### config.mk
export PLATFORM = sky130hd
export DESIGN_NAME = ltc_ctrl
export DESIGN_NICKNAME = d
export VERILOG_FILES = /design/src/sv/ltc_pkg.sv /design/src/sv/ltc_ctrl.sv
export SDC_FILE = /design/constraint.sdc
export NUM_CORES = 1
export LEC_CHECK = 0
export ABC_CLOCK_PERIOD_IN_PS = 3950
export BUFFER_PORTS_ARGS = -buffer_cell sky130_fd_sc_hd__buf_2
export CAP_MARGIN = 30
export CORE_UTILIZATION = 31
export CTS_CLUSTER_DIAMETER = 60
export CTS_CLUSTER_SIZE = 8
export DETAILED_ROUTE_END_ITERATION = 8
export PLACE_DENSITY_LB_ADDON = 0.1
export SYNTH_ARGS = -nofsm -noshare
export SYNTH_HDL_FRONTEND = slang
export SYNTH_SLANG_ARGS = --single-unit
export TNS_END_PERCENT = 1
### constraint.sdc
create_clock -name clk -period 3.95 [get_ports clk]
set_input_delay 1.185 -clock clk [delete_from_list [all_inputs] [get_ports clk]]
set_output_delay 1.185 -clock clk [all_outputs]
set_load 0.01 [all_outputs]
### src/sv/ltc_pkg.sv
`timescale 1ns / 1ps
// shared constants, codes and types of the lru tag cache
// no dependencies; compiled first

package ltc_pkg;

  // sizing
  localparam int SLOTS      = 64;
  localparam int KEY_BITS   = 48;
  localparam int FRAME_BITS = 32;
  localparam int SLOT_W     = (SLOTS > 1) ? $clog2(SLOTS) : 1;
  localparam int USED_W     = $clog2(SLOTS + 1);
  localparam int CAP_W      = 7;
  localparam int AGE_W      = 8;
  localparam int CAPX_W     = (CAP_W > USED_W) ? CAP_W : USED_W;
  localparam int CNT_W      = 32;

  // configuration port
  localparam int CFG_IDX_W  = 1;
  localparam int CFG_DATA_W = 8;
  localparam logic [CFG_IDX_W-1:0] CFG_CAPACITY      = 1'b0;
  localparam logic [CFG_IDX_W-1:0] CFG_AGE_THRESHOLD = 1'b1;

  localparam int CAP_RESET = 64;
  localparam int AGE_RESET = 5;

  typedef enum logic [1:0] {
    KIND_LOOKUP = 2'd0,
    KIND_INSERT = 2'd1,
    KIND_FLUSH  = 2'd2,
    KIND_CLEAR  = 2'd3
  } ltc_kind_t;

  typedef enum logic [2:0] {
    ST_HIT      = 3'd0,
    ST_MISS     = 3'd1,
    ST_NOCACHE  = 3'd2,
    ST_ALLOC    = 3'd3,
    ST_REPLACED = 3'd4,
    ST_REJECTED = 3'd5,
    ST_DONE     = 3'd6
  } ltc_status_t;

  typedef enum logic [2:0] {
    S_IDLE,
    S_DISPATCH,
    S_SCAN,
    S_DECIDE,
    S_RESULT
  } ltc_state_t;

  // controller to datapath
  typedef struct packed {
    logic              load;
    logic              classify;
    logic              rd_en;
    logic [SLOT_W-1:0] rd_addr;
    logic              cmp_en;
    logic [SLOT_W-1:0] cmp_idx;
    logic              decide;
    logic              commit;
  } ltc_cmd_t;

  // datapath to controller
  typedef struct packed {
    logic              need_scan;
    logic              found;
    logic [USED_W-1:0] used_cnt;
    logic              out_free;
  } ltc_sts_t;

endpackage

### src/sv/ltc_ctrl.sv
`timescale 1ns / 1ps
// sequencer of the lru tag cache: dispatch, slot scan, decision, result
// depends on ltc_pkg

module ltc_ctrl import ltc_pkg::*; (
  input  logic     clk,
  input  logic     rst_n,
  input  logic     in_valid,
  output logic     in_ready,
  input  ltc_sts_t sts,
  output ltc_cmd_t cmd
);

  ltc_state_t        state_r, state_nxt;
  logic [USED_W-1:0] idx_r;
  logic              pend_r;
  logic [SLOT_W-1:0] cidx_r;
  logic              issue;

  // one slot read per cycle until every filled slot is out or a hit is seen
  assign issue = (state_r == S_SCAN) && (idx_r < sts.used_cnt) && !sts.found;

  always_comb begin
    state_nxt = state_r;
    case (state_r)
      S_IDLE: begin
        if (in_valid) state_nxt = S_DISPATCH;
      end
      S_DISPATCH: begin
        state_nxt = sts.need_scan ? S_SCAN : S_RESULT;
      end
      S_SCAN: begin
        if (sts.found || (!issue && !pend_r)) state_nxt = S_DECIDE;
      end
      S_DECIDE: begin
        state_nxt = S_RESULT;
      end
      S_RESULT: begin
        if (sts.out_free) state_nxt = S_IDLE;
      end
      default: begin
        state_nxt = S_IDLE;
      end
    endcase
  end

  // no beat is taken while reset is held
  always_comb begin
    in_ready     = (state_r == S_IDLE) && rst_n;
    cmd.load     = (state_r == S_IDLE) && rst_n && in_valid;
    cmd.classify = (state_r == S_DISPATCH);
    cmd.rd_en    = issue;
    cmd.rd_addr  = idx_r[SLOT_W-1:0];
    cmd.cmp_en   = (state_r == S_SCAN) && pend_r;
    cmd.cmp_idx  = cidx_r;
    cmd.decide   = (state_r == S_DECIDE);
    cmd.commit   = (state_r == S_RESULT) && sts.out_free;
  end

  always_ff @(posedge clk) begin
    if (!rst_n) begin
      state_r <= S_IDLE;
      pend_r  <= 1'b0;
    end else begin
      state_r <= state_nxt;
      pend_r  <= issue;
    end
  end

  always_ff @(posedge clk) begin
    if (state_r == S_DISPATCH) begin
      idx_r <= '0;
    end else if (issue) begin
      idx_r <= idx_r + USED_W'(1);
    end
    if (issue) begin
      cidx_r <= idx_r[SLOT_W-1:0];
    end
  end

endmodule

==> Yosys cells after proc, flatten, opt, wreduce, memory -nomap -nowiden <==
Index checks and enable logic that the tools add are counted.
{ "word_totals": {"in_bits": 13, "ff_bits": 17, "output_inout_bits": 19, "word_cells": 31} }
{ "op_classes": {"order_cmp": 1, "n_reduce_logical": 13, "add_sub_neg": 1, "n_mux": 5, "eq_ne": 7} }
{ "ops": {"columns": ["op", "count"], "rows": [
  ["$pmux 3 s5", 1],
  ["$mux 3", 4],
  ["$add 7x1->7 const B", 1],
  ["$logic_and 1x1->1", 7],
  ["$lt 7x7->1", 1],
  ["$eq 3x2->1 const B", 2],
  ["$ne 2x2->1 const B", 2],
  ["$eq 3x1->1 const B", 1],
  ["$eq 3x3->1 const B", 1],
  ["$logic_not 1->1", 3],
  ["$logic_not 3->1", 1],
  ["$reduce_and 3->1", 1],
  ["$ne 2x1->1 const B", 1],
  ["$logic_or 1x1->1", 1]
]} }

==> Longest topological paths before layout <==
{ "logic_depth": {"word_depth": 8, "depth_mapped": 7, "depth_no_buf": 7} }

==> Worst setup path after synthesis <==
Ideal clock, no wire load.
{ "synth_path": {"kind": "in2out", "start": "input port sts[5] in the netlist's numbering", "end": "output port cmd[15] in the netlist's numbering", "setup_slack_ps": 169, "required_time_ps": 2765, "n_path_buf": 1, "arrival_time_ps": 2596, "stages": 6, "cell_sequence": "inv_1 > ha_1 > a211oi_1 > o211ai_2 > a21oi_2 > buf_4"} }
{ "synth_between": {"elab_chain_cells": 3} }
{ "synth_lines": {"columns": ["item", "line_no", "rtl"], "rows": [
  ["start, declared", "ltc_ctrl.sv:10", "input ltc_sts_t sts,"],
  ["$lt 7x7->1", "ltc_ctrl.sv:21", "assign issue = (state_r == S_SCAN) && (idx_r < sts.used_cnt) && !sts.found;"],
  ["$logic_and 1x1->1 (2 in a row)", "ltc_ctrl.sv:21", null],
  ["end, declared", "ltc_ctrl.sv:11", "output ltc_cmd_t cmd"]
]} }
No other way between the ends.

==> results by group <==
Logic synthesis
  • Main synth FF type: dfxtp_1
  • Async S/R FF share, synth: 0%
  • Post-synth EDFFs: 6
  • Post-Syn Area: 977 µm²
  • Cells after synthesis: 98
  • Syn Nets: 118
  • Sequential element share of the synthesized area: 41.0%
  • Ys Warns: 0
  • Post-Syn Area per Cell: 9.97 µm²
  • Synth Register Bits: 17
  • Synth cell types: 30

STA
  • Worst-case clock skew: 0.00934 ns
  • Worst Hold Margin: 0.535 ns
  • PnR worst setup slack: 0.347 ns
  • Final setup fails: 0
  • Final Hold Vio Count: 0
  • RSZ-0062 raised after global routing: no
  • Max Transition Viols Final: 0
  • Setup tns final: 0 ns
  • Period minus WS final: 3.60 ns
  • Final period utilization: 91.2%
  • Slew @ Worst Pin: 0.360 ns
  • Max_slew headroom: 76.0%
  • Max Fclk: 278 MHz

Placement
  • Post-place instance area: 1150 µm²
  • Setup WS pre-CTS: 0.338 ns
  • GP Congestion: 0.702
  • DP HPWL: 1.43 mm
  • Placed cell count: 168
  • Port bufs: 31

Routing
  • Via count: 768
  • DRC violations left: 0
  • Via-to-Cell Ratio: 4.47
  • WL final: 1.84 mm
  • Antenna-violating nets left: 0
  • Detailed Routing Iterations Pass 1: 4
  • Post-DR wirelength/cell: 10.7 µm
  • First-iteration detailed-routing DRC count: 19

Global routing
  • Total grt overflow: 0
  • Antenna violations before repair: 0
  • Met3 Use GR: 2.90%
  • GRT Util Overall: 12.8%
  • Largest net degree at the start of global routing: 13
  • Vias in the first global route: 759
  • Met2 Use GR: 22.5%
  • Met1 GRT Util: 14.1%
  • First-pass GRT wire length: 3.26 mm
  • Gr busiest metal: met2

Finish
  • Total Nets Final: 149
  • P&R area growth vs syn: 20.7%
  • Most common cell after layout, fill and taps aside: buf_2
  • Most frequent cells in the layout: 31 x buf_2, 12 x inv_1, 11 x nor2_1, 11 x dfxtp_1, 7 x ha_1
  • # diodes: 0
  • Final Core Density: 39.0%
  • Fin cells: 172
  • Fillers: 333
  • Final non-filler cell area: 1180 µm²
  • Proportion of layout cells with a drive suffix above 1: 35.9%

CTS
  • Post-CTS resize count: 0
  • CTS Buf Count: 3
  • CTS H-tree lvls: 1
  • Clock buffer depth: 2
  • Skew-Pair Late Insertion Delay: 0.30 ns
  • CTS tree: yes
  • Clk sinks: 17
  • Clk slew on worst S/H paths: 0.11 ns
  • Root Buffer: clkbuf_4
  • Post-CTS Setup Inserts: 0
  • Post-CTS Hold Buffers: 0

Power and ir drop
  • Static leakage: 0.553 nW
  • Worst VDD drop: 0.000110 V
  • Power Total: 0.342 mW
  • PwrDens: 290 nW/µm²

Floorplan
  • # IOs: 32
  • Initial Utilization: 32.3%
  • Full die area: 3380 µm²
  • FP Rows: 20
  • DIE WIDTH: 58.1 µm
  • Chip Height: 58.1 µm
  • Area of the core: 3030 µm²

Min path
  • Hold_sp: idx_r[3]
  • Worst hold path class: register to register

Setup path
  • CP startpoint kind: input port
  • Crit-path max FO: 3
  • Worst Setup End Kind: output pin
  • Worst r2r src: idx_r[4]
  • Kind of critical path: input port to output pin
  • WP data required: 2.76 ns
  • Critical Path Source: sts[5]
  • CP Data Arrival Time: 2.42 ns

Run
  • Max Cap Violations: 0

Outcome
  • Status: finished clean
[worst max-delay path, cell delays in order]
cell and delay [ns]:
buf_2 0.07, inv_1 0.03, ha_1 0.29, a211oi_1 0.29, o211ai_2 0.21, a21oi_2 0.18, buf_2 0.15
[path summary, 6_finish.rpt]
kind               endpoint  slack, ns  cells past startpoint
setup / recovery    cmd[15]       0.35                      7
hold / removal    cidx_r[3]       0.53                      0
setup reg to reg   idx_r[1]       1.97                      7
hold reg to reg   cidx_r[3]       0.53                      0
[kinds of logic (layout without fill, tap and decap cells)]
kind of cell	Yosys count	after routing	share of synthesized area (%)
XOR/XNOR	3	3	2.69
adder cells (fa/ha/maj)	7	7	8.96
multiplexers	2	2	2.05
buffers and inverters	20	50	10.8
flip-flops	17	17	41.0
AND/OR/NAND/NOR	33	33	18.6
AO/OA/AOI/OAI	16	16	16.0
[routing by layer]
layer | share of wire, % | vias to the layer above
met2 | 52 | 20
li1 | - | 389
met5 | 0 | -
met3 | 4.1 | 2
met4 | 1.0 | 0
met1 | 43 | 357
[power by group]
group	internal, mW	switching, mW	total, mW	leakage, nW
clock network	0.0385	0.0581	0.0967	0.0139
logic	0.0255	0.0257	0.0512	0.393
registers	0.186	0.00817	0.194	0.146
total	0.250	0.0920	0.342	0.553
[flip-flops by register name, indices dropped and copies added (netlist names)]
register	cells
cidx_r	6
idx_r	7
pend_r	1
state_r	3
[cell usage after synthesis (all sizes together), types with 2 or more instances]
| cell type | n | area (µm²) |
|---|---|---|
| a2111oi | 2 | 36.3 |
| a211oi | 2 | 27.5 |
| a21o | 3 | 22.5 |
| a21oi | 4 | 23.8 |
| and2 | 4 | 25.0 |
| and3 | 4 | 26.3 |
| buf | 8 | 60.1 |
| dfxtp | 11 | 220 |
| edfxtp | 6 | 180 |
| ha | 7 | 87.6 |
| inv | 12 | 45.0 |
| mux2i | 2 | 20.0 |
| nand2 | 3 | 11.3 |
| nand2b | 3 | 26.3 |
| nand3 | 3 | 15.0 |
| nor2 | 11 | 41.3 |
| nor2b | 2 | 12.5 |
| o21ai | 2 | 10.0 |
| xnor2 | 3 | 26.3 |
[layout make-up]
class                           count  area, µm²  share of cell area, %
Clock inverter                      1       7.51                  0.636
Timing Repair Buffer               34        178                   15.1
Inverter                           12       45.0                   3.82
Sequential cell                    17        400                   33.9
Tap cell                           44       55.1                   4.67
Clock buffer                        3       22.5                   1.91
Multi-Input combinational cell     61        472                   40.0
Power figures use the tool's default switching activity.
